`config.mk`:
```
export PLATFORM = sky130hd
export DESIGN_NAME = tensor_index_unravel
export DESIGN_NICKNAME = d
export VERILOG_FILES = /design/src/design/tiu_pkg.sv /design/src/design/tiu_regs.sv /design/src/design/tiu_div.sv /design/src/design/tensor_index_unravel.sv
export SDC_FILE = /design/constraint.sdc
export NUM_CORES = 1
export LEC_CHECK = 0
export ABC_AREA = 1
export CELL_PAD_IN_SITES_DETAIL_PLACEMENT = 1
export CELL_PAD_IN_SITES_GLOBAL_PLACEMENT = 2
export CORE_MARGIN = 10
export CORE_UTILIZATION = 40
export CTS_BUF_LIST = sky130_fd_sc_hd__clkbuf_16
export DETAILED_ROUTE_END_ITERATION = 8
export DONT_BUFFER_PORTS = 1
export GPL_ROUTABILITY_DRIVEN = 0
export HOLD_SLACK_MARGIN = 0.1
export PLACE_DENSITY_LB_ADDON = 0.15
export SETUP_SLACK_MARGIN = 0.5
export SYNTH_ARGS = -nofsm -noshare
export SYNTH_HDL_FRONTEND = slang
export SYNTH_SLANG_ARGS = --single-unit
```
`constraint.sdc`:
```
create_clock -name clock -period 7.3 [get_ports clock]
set_input_delay 0.365 -clock clock [delete_from_list [all_inputs] [get_ports clock]]
set_output_delay 0.365 -clock clock [all_outputs]
set_load 0.02 [all_outputs]
```
`src/design/tiu_pkg.sv`:
```
`timescale 1ns / 1ps

package tiu_pkg;

   localparam int INDEX_WIDTH     = 64;
   localparam int SIZE_WIDTH      = 32;
   localparam int AXIS_WIDTH      = 3;
   localparam int RANK_WIDTH      = 3;
   localparam int CSR_INDEX_WIDTH = 3;
   localparam int CSR_DATA_WIDTH  = 32;
   localparam int SIZE_REGS       = 6;
   localparam int MAX_AXES_DEFAULT = 6;

   // register map
   localparam logic [CSR_INDEX_WIDTH-1:0] REG_RANK     = 3'd0;
   localparam logic [CSR_INDEX_WIDTH-1:0] REG_DIM_BASE = 3'd1;

   typedef enum logic [1:0] {
      ST_IDLE,
      ST_STEP,
      ST_DIV,
      ST_PUSH
   } state_type;

endpackage

```
`src/design/tiu_regs.sv`:
```
`timescale 1ns / 1ps

module tiu_regs
   import tiu_pkg::*;
#(
   parameter int MAX_AXES  = MAX_AXES_DEFAULT,
   parameter int SlotWidth = (MAX_AXES > 1) ? $clog2(MAX_AXES) : 1
) (
   input  logic                       clock,
   input  logic                       reset,
   input  logic                       csr_valid,
   input  logic [CSR_INDEX_WIDTH-1:0] csr_index,
   input  logic [CSR_DATA_WIDTH-1:0]  csr_data,
   input  logic [SlotWidth-1:0]       rd_slot,
   output logic [RANK_WIDTH-1:0]      rank,
   output logic [SIZE_WIDTH-1:0]      rd_size
);

   logic [RANK_WIDTH-1:0] rank_ff;
   logic [SIZE_WIDTH-1:0] size_ff [MAX_AXES];

   always_ff @(posedge clock) begin
      if (reset) begin
         rank_ff <= RANK_WIDTH'(1);
         for (int i = 0; i < MAX_AXES; i++) begin
            size_ff[i] <= SIZE_WIDTH'(1);
         end
      end else if (csr_valid) begin
         if (csr_index == REG_RANK) begin
            rank_ff <= csr_data[RANK_WIDTH-1:0];
         end
         // slots past the register map keep size 1
         for (int i = 0; i < MAX_AXES; i++) begin
            if (i < SIZE_REGS && csr_index == REG_DIM_BASE + CSR_INDEX_WIDTH'(i)) begin
               size_ff[i] <= csr_data[SIZE_WIDTH-1:0];
            end
         end
      end
   end

   assign rank    = rank_ff;
   assign rd_size = size_ff[rd_slot];

endmodule

```
`src/design/tiu_div.sv`:
```
`timescale 1ns / 1ps

module tiu_div
   import tiu_pkg::*;
(
   input  logic                   clock,
   input  logic                   reset,
   input  logic                   start,
   input  logic [INDEX_WIDTH-1:0] dividend,
   input  logic [SIZE_WIDTH-1:0]  divisor,
   output logic                   done,
   output logic [INDEX_WIDTH-1:0] quotient,
   output logic [SIZE_WIDTH-1:0]  remainder
);

   localparam int CountWidth = $clog2(INDEX_WIDTH);

   logic                   busy_ff;
   logic                   done_ff;
   logic [CountWidth-1:0]  count_ff;
   logic [INDEX_WIDTH-1:0] work_ff;
   logic [SIZE_WIDTH-1:0]  rem_ff;
   logic [SIZE_WIDTH-1:0]  div_ff;
   logic [SIZE_WIDTH:0]    trial;
   logic                   fits;
   logic [SIZE_WIDTH:0]    diff;

   // restoring step: bring down the next dividend bit, subtract if it fits
   always_comb begin
      trial = {rem_ff, work_ff[INDEX_WIDTH-1]};
      fits  = trial >= {1'b0, div_ff};
      diff  = trial - {1'b0, div_ff};
   end

   always_ff @(posedge clock) begin
      if (reset) begin
         busy_ff <= 1'b0;
         done_ff <= 1'b0;
      end else begin
         done_ff <= 1'b0;
         if (start) begin
            busy_ff <= 1'b1;
         end else if (busy_ff && count_ff == '0) begin
            busy_ff <= 1'b0;
            done_ff <= 1'b1;
         end
      end
   end

   // dividend bits shift out the top while quotient bits shift in the bottom
   always_ff @(posedge clock) begin
      if (start) begin
         count_ff <= '1;
         work_ff  <= dividend;
         rem_ff   <= '0;
         div_ff   <= divisor;
      end else if (busy_ff) begin
         count_ff <= count_ff - CountWidth'(1);
         work_ff  <= {work_ff[INDEX_WIDTH-2:0], fits};
         rem_ff   <= fits ? diff[SIZE_WIDTH-1:0] : trial[SIZE_WIDTH-1:0];
      end
   end

   assign done      = done_ff;
   assign quotient  = work_ff;
   assign remainder = rem_ff;

endmodule

```
`src/design/tensor_index_unravel.sv`:
```
// Mixed-radix unravel of a 64-bit linear index into per-axis coordinates. Each request beat
// yields MAX_AXES response beats, axis MAX_AXES-1 first down to axis 0, which carries last.
// Axes at or above the configured rank read 0; an axis in use of size zero reads 0 with zero_size set
// and leaves the running index alone. One shared restoring divider produces a quotient bit per
// cycle, so each axis in use costs a full divide over all 64 index bits while unused axes only
// pass through; an item is held up further when a response beat is still stalled once the next
// axis is ready. req_ready is high only between items.
// Configuration writes are always taken and must be done while the block is idle.
`timescale 1ns / 1ps

module tensor_index_unravel
   import tiu_pkg::*;
#(
   parameter int MAX_AXES = MAX_AXES_DEFAULT
) (
   input  logic                       clock,
   input  logic                       reset,
   input  logic                       req_valid,
   output logic                       req_ready,
   input  logic [INDEX_WIDTH-1:0]     req_linear_index,
   output logic                       rsp_valid,
   input  logic                       rsp_ready,
   output logic [AXIS_WIDTH-1:0]      rsp_axis,
   output logic [SIZE_WIDTH-1:0]      rsp_coordinate,
   output logic                       rsp_zero_size,
   output logic                       rsp_last,
   input  logic                       csr_valid,
   output logic                       csr_ready,
   input  logic [CSR_INDEX_WIDTH-1:0] csr_index,
   input  logic [CSR_DATA_WIDTH-1:0]  csr_data
);

   localparam int SlotWidth = (MAX_AXES > 1) ? $clog2(MAX_AXES) : 1;

   state_type              state_ff, state_in;
   logic [SlotWidth-1:0]   slot_ff;
   logic [INDEX_WIDTH-1:0] running_ff;
   logic [SIZE_WIDTH-1:0]  coord_ff;
   logic                   zero_ff;
   logic                   rsp_valid_ff;
   logic [AXIS_WIDTH-1:0]  rsp_axis_ff;
   logic [SIZE_WIDTH-1:0]  rsp_coord_ff;
   logic                   rsp_zero_ff;
   logic                   rsp_last_ff;

   logic [RANK_WIDTH-1:0]  rank;
   logic [RANK_WIDTH-1:0]  used;
   logic [SIZE_WIDTH-1:0]  size;
   logic                   slot_active;
   logic                   size_zero;
   logic                   out_free;
   logic                   push;
   logic                   div_start;
   logic                   div_done;
   logic [INDEX_WIDTH-1:0] div_quotient;
   logic [SIZE_WIDTH-1:0]  div_remainder;

   tiu_regs #(
      .MAX_AXES (MAX_AXES)
   ) u_regs (
      .clock     (clock),
      .reset     (reset),
      .csr_valid (csr_valid),
      .csr_index (csr_index),
      .csr_data  (csr_data),
      .rd_slot   (slot_ff),
      .rank      (rank),
      .rd_size   (size)
   );

   tiu_div u_div (
      .clock     (clock),
      .reset     (reset),
      .start     (div_start),
      .dividend  (running_ff),
      .divisor   (size),
      .done      (div_done),
      .quotient  (div_quotient),
      .remainder (div_remainder)
   );

   // rank saturates at the number of slots
   assign used        = (rank > RANK_WIDTH'(MAX_AXES)) ? RANK_WIDTH'(MAX_AXES) : rank;
   assign slot_active = RANK_WIDTH'(slot_ff) < used;
   assign size_zero   = size == '0;
   assign out_free    = !rsp_valid_ff || rsp_ready;

   always_ff @(posedge clock) begin
      if (reset) begin
         state_ff <= ST_IDLE;
      end else begin
         state_ff <= state_in;
      end
   end

   always_comb begin
      state_in  = state_ff;
      div_start = 1'b0;
      push      = 1'b0;
      req_ready = 1'b0;
      unique case (state_ff)
         ST_IDLE: begin
            req_ready = 1'b1;
            if (req_valid) begin
               state_in = ST_STEP;
            end
         end
         ST_STEP: begin
            if (slot_active && !size_zero) begin
               div_start = 1'b1;
               state_in  = ST_DIV;
            end else begin
               state_in = ST_PUSH;
            end
         end
         ST_DIV: begin
            if (div_done) begin
               state_in = ST_PUSH;
            end
         end
         ST_PUSH: begin
            if (out_free) begin
               push     = 1'b1;
               state_in = (slot_ff == '0) ? ST_IDLE : ST_STEP;
            end
         end
         default: state_in = ST_IDLE;
      endcase
   end

   always_ff @(posedge clock) begin
      if (state_ff == ST_IDLE && req_valid) begin
         running_ff <= req_linear_index;
         slot_ff    <= SlotWidth'(MAX_AXES - 1);
      end
      if (state_ff == ST_STEP) begin
         coord_ff <= '0;
         zero_ff  <= slot_active && size_zero;
      end
      if (state_ff == ST_DIV && div_done) begin
         coord_ff   <= div_remainder;
         running_ff <= div_quotient;
      end
      if (push && slot_ff != '0) begin
         slot_ff <= slot_ff - SlotWidth'(1);
      end
   end

   // output register: holds a beat while the next axis is being worked on
   always_ff @(posedge clock) begin
      if (reset) begin
         rsp_valid_ff <= 1'b0;
      end else if (push) begin
         rsp_valid_ff <= 1'b1;
      end else if (rsp_ready) begin
         rsp_valid_ff <= 1'b0;
      end
   end

   always_ff @(posedge clock) begin
      if (push) begin
         rsp_axis_ff  <= AXIS_WIDTH'(slot_ff);
         rsp_coord_ff <= coord_ff;
         rsp_zero_ff  <= zero_ff;
         rsp_last_ff  <= slot_ff == '0;
      end
   end

   assign rsp_valid      = rsp_valid_ff;
   assign rsp_axis       = rsp_axis_ff;
   assign rsp_coordinate = rsp_coord_ff;
   assign rsp_zero_size  = rsp_zero_ff;
   assign rsp_last       = rsp_last_ff;
   assign csr_ready      = 1'b1;

endmodule

```
# ---- After elaboration in Yosys (flattened, before gate mapping)
# Memories as Yosys holds them, arrays and structs flattened. A register that Yosys moved wholly into a read port is not among the register bits.
# Index checks and enable logic that the tools add are counted.
dict set report word_totals {
  ff_bits 279
  latchBits 0
  mem_bits_rw 192
  rom_bits 0
  out_inout_bits 40
  elab_cells 125
  n_memories 1
}
# name words word_bits rd rd_ports_with_merged_regs write_ports line_no
set mem_list {}
lappend mem_list {u_regs.size_ff 6 32 1 1 6 tiu_regs.sv:20} ;# logic [SIZE_WIDTH-1:0] size_ff [MAX_AXES];
dict set report classes {
  n_addsub 3
  multipliers 0
  n_div 0
  order_cmp 3
  n_eq_ne 12
  shift 0
  mux 59
  bitwise 6
  n_reduce_logical 24
}
# operator n
set op_table {}
lappend op_table {{$mux 32} 9}
lappend op_table {{$mux 64} 4}
lappend op_table {{$mux 1} 38}
lappend op_table {{$ge 33x32->1} 1}
lappend op_table {{$logic_not 32->1} 1}
lappend op_table {{$sub 32x32->32} 1}
lappend op_table {{$mux 3} 4}
lappend op_table {{$reduce_bool 2->1} 6}
lappend op_table {{$eq 3x3->1 const B} 3}
lappend op_table {{$pmux 2 s4} 1}
lappend op_table {{$eq 3x2->1 const B} 2}
lappend op_table {{$logic_and 1x1->1} 6}
lappend op_table {{$logic_not 3->1} 2}
lappend op_table {{$logic_not 6->1} 1}
lappend op_table {{$mux 2} 3}
lappend op_table {{$or 1x1->1} 6}
lappend op_table {{$sub 6x1->6 const B} 1}
lappend op_table {{$eq 2x2->1 const B} 2}
lappend op_table {{$ne 2x2->1 const B} 2}
lappend op_table {{$eq 3x1->1 const B} 1}
lappend op_table {{$gt 3x3->1 const B} 1}
lappend op_table {{$lt 3x3->1} 1}
lappend op_table {{$reduce_and 3->1} 1}
lappend op_table {{$reduce_bool 3->1} 1}
lappend op_table {{other kinds (8)} 9}

# ---- Depth between registers and ports, before layout
dict set report depth {
  depth_word 7
  depth_mapped 20
}

# ---- By module
# From an unflattened synthesis, not the netlist that was laid out.
dict set report unflattened {
  cells_unflattened 2339
  hier_area_um2 22315.2
}
# module instances cells_each area_each_um2
set by_module_without_submodules {}
lappend by_module_without_submodules {tiu_regs 1 868 8605.8}
lappend by_module_without_submodules {tiu_div 1 1107 8044.0}
lappend by_module_without_submodules {tensor_index_unravel 1 364 5665.4}

# ---- Worst setup path after synthesis
# Ideal clock, no wire load.
dict set report synth_path {
  path_type {flip-flop to flip-flop}
  startpoint {reg state_ff[0]}
  endpoint {reg running_ff[0] (enable)}
  setup_time_ns 0.574
  arrival_time_ns 5.314
  required_ns 6.726
  slack_ns 1.412
  stages_incl_launch_ff 5
  n_path_buf 0
  synth_period_minus_slack_ns 5.888
  cell_sequence {dfxtp_1 > inv_1 > ha_1 > inv_1 > o21ai_0}
}
dict set report synth_between {
  elab_chain_len 3
  word_cells_on_any_way 5
  cone_classes {eq/ne (1); reduce/logical (4)}
}
# element line_no
set synth_lines {}
lappend synth_lines {{from (decl)} tensor_index_unravel.sv:35} ;# state_type state_ff, state_in;
lappend synth_lines {{from (signal assigned)} tensor_index_unravel.sv:92} ;# state_ff <= state_in;
lappend synth_lines {{$eq 2x2->1 / $logic_not 2->1 (equally long branches)} {tensor_index_unravel.sv:140, tensor_index_unravel.sv:132}}
lappend synth_lines {{$logic_and 1x1->1, on equally long branches} {tensor_index_unravel.sv:140, tensor_index_unravel.sv:132}}
lappend synth_lines {{$reduce_bool 2->1 (no line) (*)} n/a}
lappend synth_lines {{to (signal assigned)} tensor_index_unravel.sv:133} ;# running_ff <= req_linear_index;
lappend synth_lines {{to (signal assigned)} tensor_index_unravel.sv:142} ;# running_ff <= div_quotient;
lappend synth_lines {{to (decl)} tensor_index_unravel.sv:37} ;# logic [INDEX_WIDTH-1:0] running_ff;
# Every way passes the cells marked *; elsewhere a longest branch is shown, timed or not.
# A chain may end at the register's enable or synchronous reset.

==> impl_results.md <==
* HPWL Detailed at between 40000 and 50000 µm
* Via count at approximately 17000
* Clock Latency Late Sink at approximately 0.60 ns
* PD cells at 278 nW/µm²
* Core ar. at about 56000 µm²
* Setup Viol. Count Final at 0
* Synth Warn # at 0
* Drt via density at about 5
* Setup TNS Final at 0 ns
* Least-Margin Pin Slew at between 1 and 1.5 ns
* All-layer global routing usage at 0.190
* Critical Path Most Common Cell: nand2_1
* Post-synthesis async set-or-reset flop share at 0
* Critical path launch point type: flop
* Buf/Inv on CP at 4
* Share of cells above drive strength 1 at 0.0642
* Final nets at 2708
* Top FF cell, synth: edfxtp_1
* Area of the multi-input gates at roughly 7200 µm²
* Reg area at about 14000 µm²
* Die height at approximately 260 µm
* HP Class: primary input to flop
* Yosys cell types at 36
* Detail Route Antenna Nets at 0
* Drt initial violations at ~900
* Clock share of power at 0.351
* Post-route insts no fill at ~3400
* Peak supply drop at ~0.15 mV
* First-pass GRT wire length at about 100000 µm
* Syn_nets at 2625
* Critical Path RT at 7.74 ns
* Post-synth EDFFs at between 400 and 500
* CP peak stage delay at ~0.80 ns
* Switching Fraction at 0.294
* GR Overflow Total at 0
* CTS Sinks at about 470
* CTS Buffer Depth at 3
* H-tree depth at 2
* Worst-path cell chain: buf_4, inv_2, buf_4, nand2_1, nand3_1, nand2_1, nand2_1, nand2_1, nand2_1, nor2_1, nand2_1, nor2_1, nand2_1, nand2_1, nor2_4, buf_12, nand2_1, o21ai_2
* Placed cells at 3157
* Critical-path maximum fanout at roughly 100
* Post-CTS Setup Repair Bufs at 0
* Most used cells in the layout excluding fill and tap cells: 792 x nand2_1, 425 x edfxtp_1, 336 x inv_1, 297 x nor2_1, 189 x nand3_1
* Ports at roughly 140
* Max_cap viols at 0
* Port bufs at 0
* Post-CTS Resized at 0
* Die area at 66700 µm²
* CTS tree: built
* Flops & latches, synth at 474
* Comb power frac at 0.168
* # rows at 87
* Pin count of the biggest net entering global routing at about 100
* Clock slew at reported path FFs at 0.06 ns
* Root Buffer Master: clkbuf_16
* Max Freq at ~220 MHz
* CP max-delay cell: buf_4
* Sequential share of the synthesized area at 0.606
* Total wire length at around 64000 µm
* Initial Util at 0.403
* Critical Path AT at around 4.9 ns
* Area Overhead vs Synth at 14.7%
* Num CTS Buffers at 53
* Relative slew slack at 0.235
* Setup crit end kind: flop
* Mapped Cells at 2478
* Commonest non-fill, non-tap cell in the layout: nand2_1
* CP top delay family: simple AND/OR/NAND/NOR gates
* Avg Cell Area, Syn at 9.16 µm²
* P_int at slightly above 5000 µW
* Initial antenna violation count at 3
* Final hold violations at 0
* FILL cells at 6464
* Status: complete, no violations
* Clk_skew at between 0.015 and 0.02 ns
* Wirelength per Cell at about 19 µm
* # DRC at 0
* Initial DRT Pass Iterations at 5
* Vias in the first global route at 17600
* Leak at around 0.011 µW
* Net Sw Power at 2130 µW
* Sequential share of power at 0.481
* Post-synthesis cell area at 22700 µm²
* Unrepaired setup endpoints after global routing: false
* Tmin final at 4.47 ns
* Slew Limit Fails at 0
* Final worst path period share at 0.612
* Critical path class: flop to flop
* Core Util, Final at 0.462
* Die Wd at between 200 and 300 µm
-- routing by layer --
layer	up-vias	GRT usage	share of wire
li1	8145	-	-
met1	8184	0.245	0.46
met2	181	0.336	0.50
met3	66	0.0256	0.027
met4	0	0.0412	0.016
met5	-	0	0
-- cell type report --
| type | instances | area share |
|---|---|---|
| flip-flops and latches | 474 | 0.528 |
| multi-input cells | 1569 | 0.276 |
| clock buffers | 53 | 0.0510 |
| repair buffers | 136 | 0.0498 |
| inverters | 327 | 0.0472 |
| well taps | 756 | 0.0363 |
| clock inverters | 44 | 0.0114 |
| diodes | 1 | 0.0000961 |
-- power groups by stage --
stage          Clock (µW)  Combinational, µW  Sequential, µW
5_1_grt              2710               1370            3520
4_1_cts              2600               1240            3490
2_1_floorplan           0                829            3520
6_report             2540               1220            3490
3_3_place_gp            0               1150            3530
3_5_place_dp            0               1180            3550
-- worst paths after layout --
check / from / endpoint / cells past startpoint / slack [ns]
worst max register to register: flop / u_div.quotient[49] / 18 / 2.83
worst min-delay path: csr_data[22] / u_regs.size_ff[2][22] / 2 / 0.15
worst min register to register: coord_ff[17] / rsp_coordinate[17] / 0 / 0.42
worst max-delay path: flop / u_div.quotient[49] / 18 / 2.83
-- metrics by stage --
stage	hold slack, ns	area [µm²]	total power, µW	setup slack (ns)
finish	0.145	26000	7240	2.83
global route	0.131	26000	7590	2.41
CTS	0.105	26000	7330	2.82
detailed placement	0.407	23300	4730	2.86
global placement	0.402	23300	4690	2.99
floorplan	0.400	22700	4350	1.41
-- registers in the layout, summed over array words and instances, names as in the netlist, 3 cells and up, named ones only --
name / count
u_div.quotient: 64
slot_ff: 3
u_div.remainder: 32
u_regs.size_ff: 192
coord_ff: 32
u_div.count_ff: 6
rsp_axis: 3
u_div.div_ff: 32
rsp_coordinate: 32
running_ff: 64
u_regs.rank: 3
-- synth_stat cells (all sizes together), types with 4 or more instances --
master | number | area [µm²]
nand3b | 9 | 67.6
nor3 | 9 | 45.0
nand2 | 794 | 2980
clkbuf | 56 | 210
edfxtp | 425 | 12800
nand3 | 189 | 946
dfxtp | 49 | 981
o21ai | 147 | 923
a21oi | 34 | 170
nor2 | 300 | 1130
buf | 52 | 369
inv | 327 | 1230
ha | 42 | 526
o21bai | 4 | 30.0
xnor2 | 16 | 140
-- what timing repair did --
item | CTS | global route
hold buffers | 105 | 0
setup endpoints to repair | 0 | 0
endpoints found under the hold margin | 238 | 0
-- cells by family after synthesis --
kind of cell | Yosys count | share of synthesized area
AO/OA/AOI/OAI | 193 | 0.0522
XOR/XNOR | 19 | 0.00733
adder cells (fa/ha/maj) | 43 | 0.0240
buffers and inverters | 435 | 0.0796
flip-flops | 474 | 0.606
other | 1 | 0.000165
AND/OR/NAND/NOR | 1313 | 0.231
-- worst reg2reg max path, stage by stage (launching register included) --
cell and delay (ns):
dfxtp_2 0.44, buf_4 0.36, inv_2 0.09, buf_4 0.80, nand2_1 0.19, nand3_1 0.12
nand2_1 0.06, nand2_1 0.06, nand2_1 0.17, nand2_1 0.11, nor2_1 0.07, nand2_1 0.07
nor2_1 0.06, nand2_1 0.10, nand2_1 0.12, nor2_4 0.66, buf_12 0.47, nand2_1 0.27
o21ai_2 0.10
No activity file was read; power rests on OpenSTA's default activity.
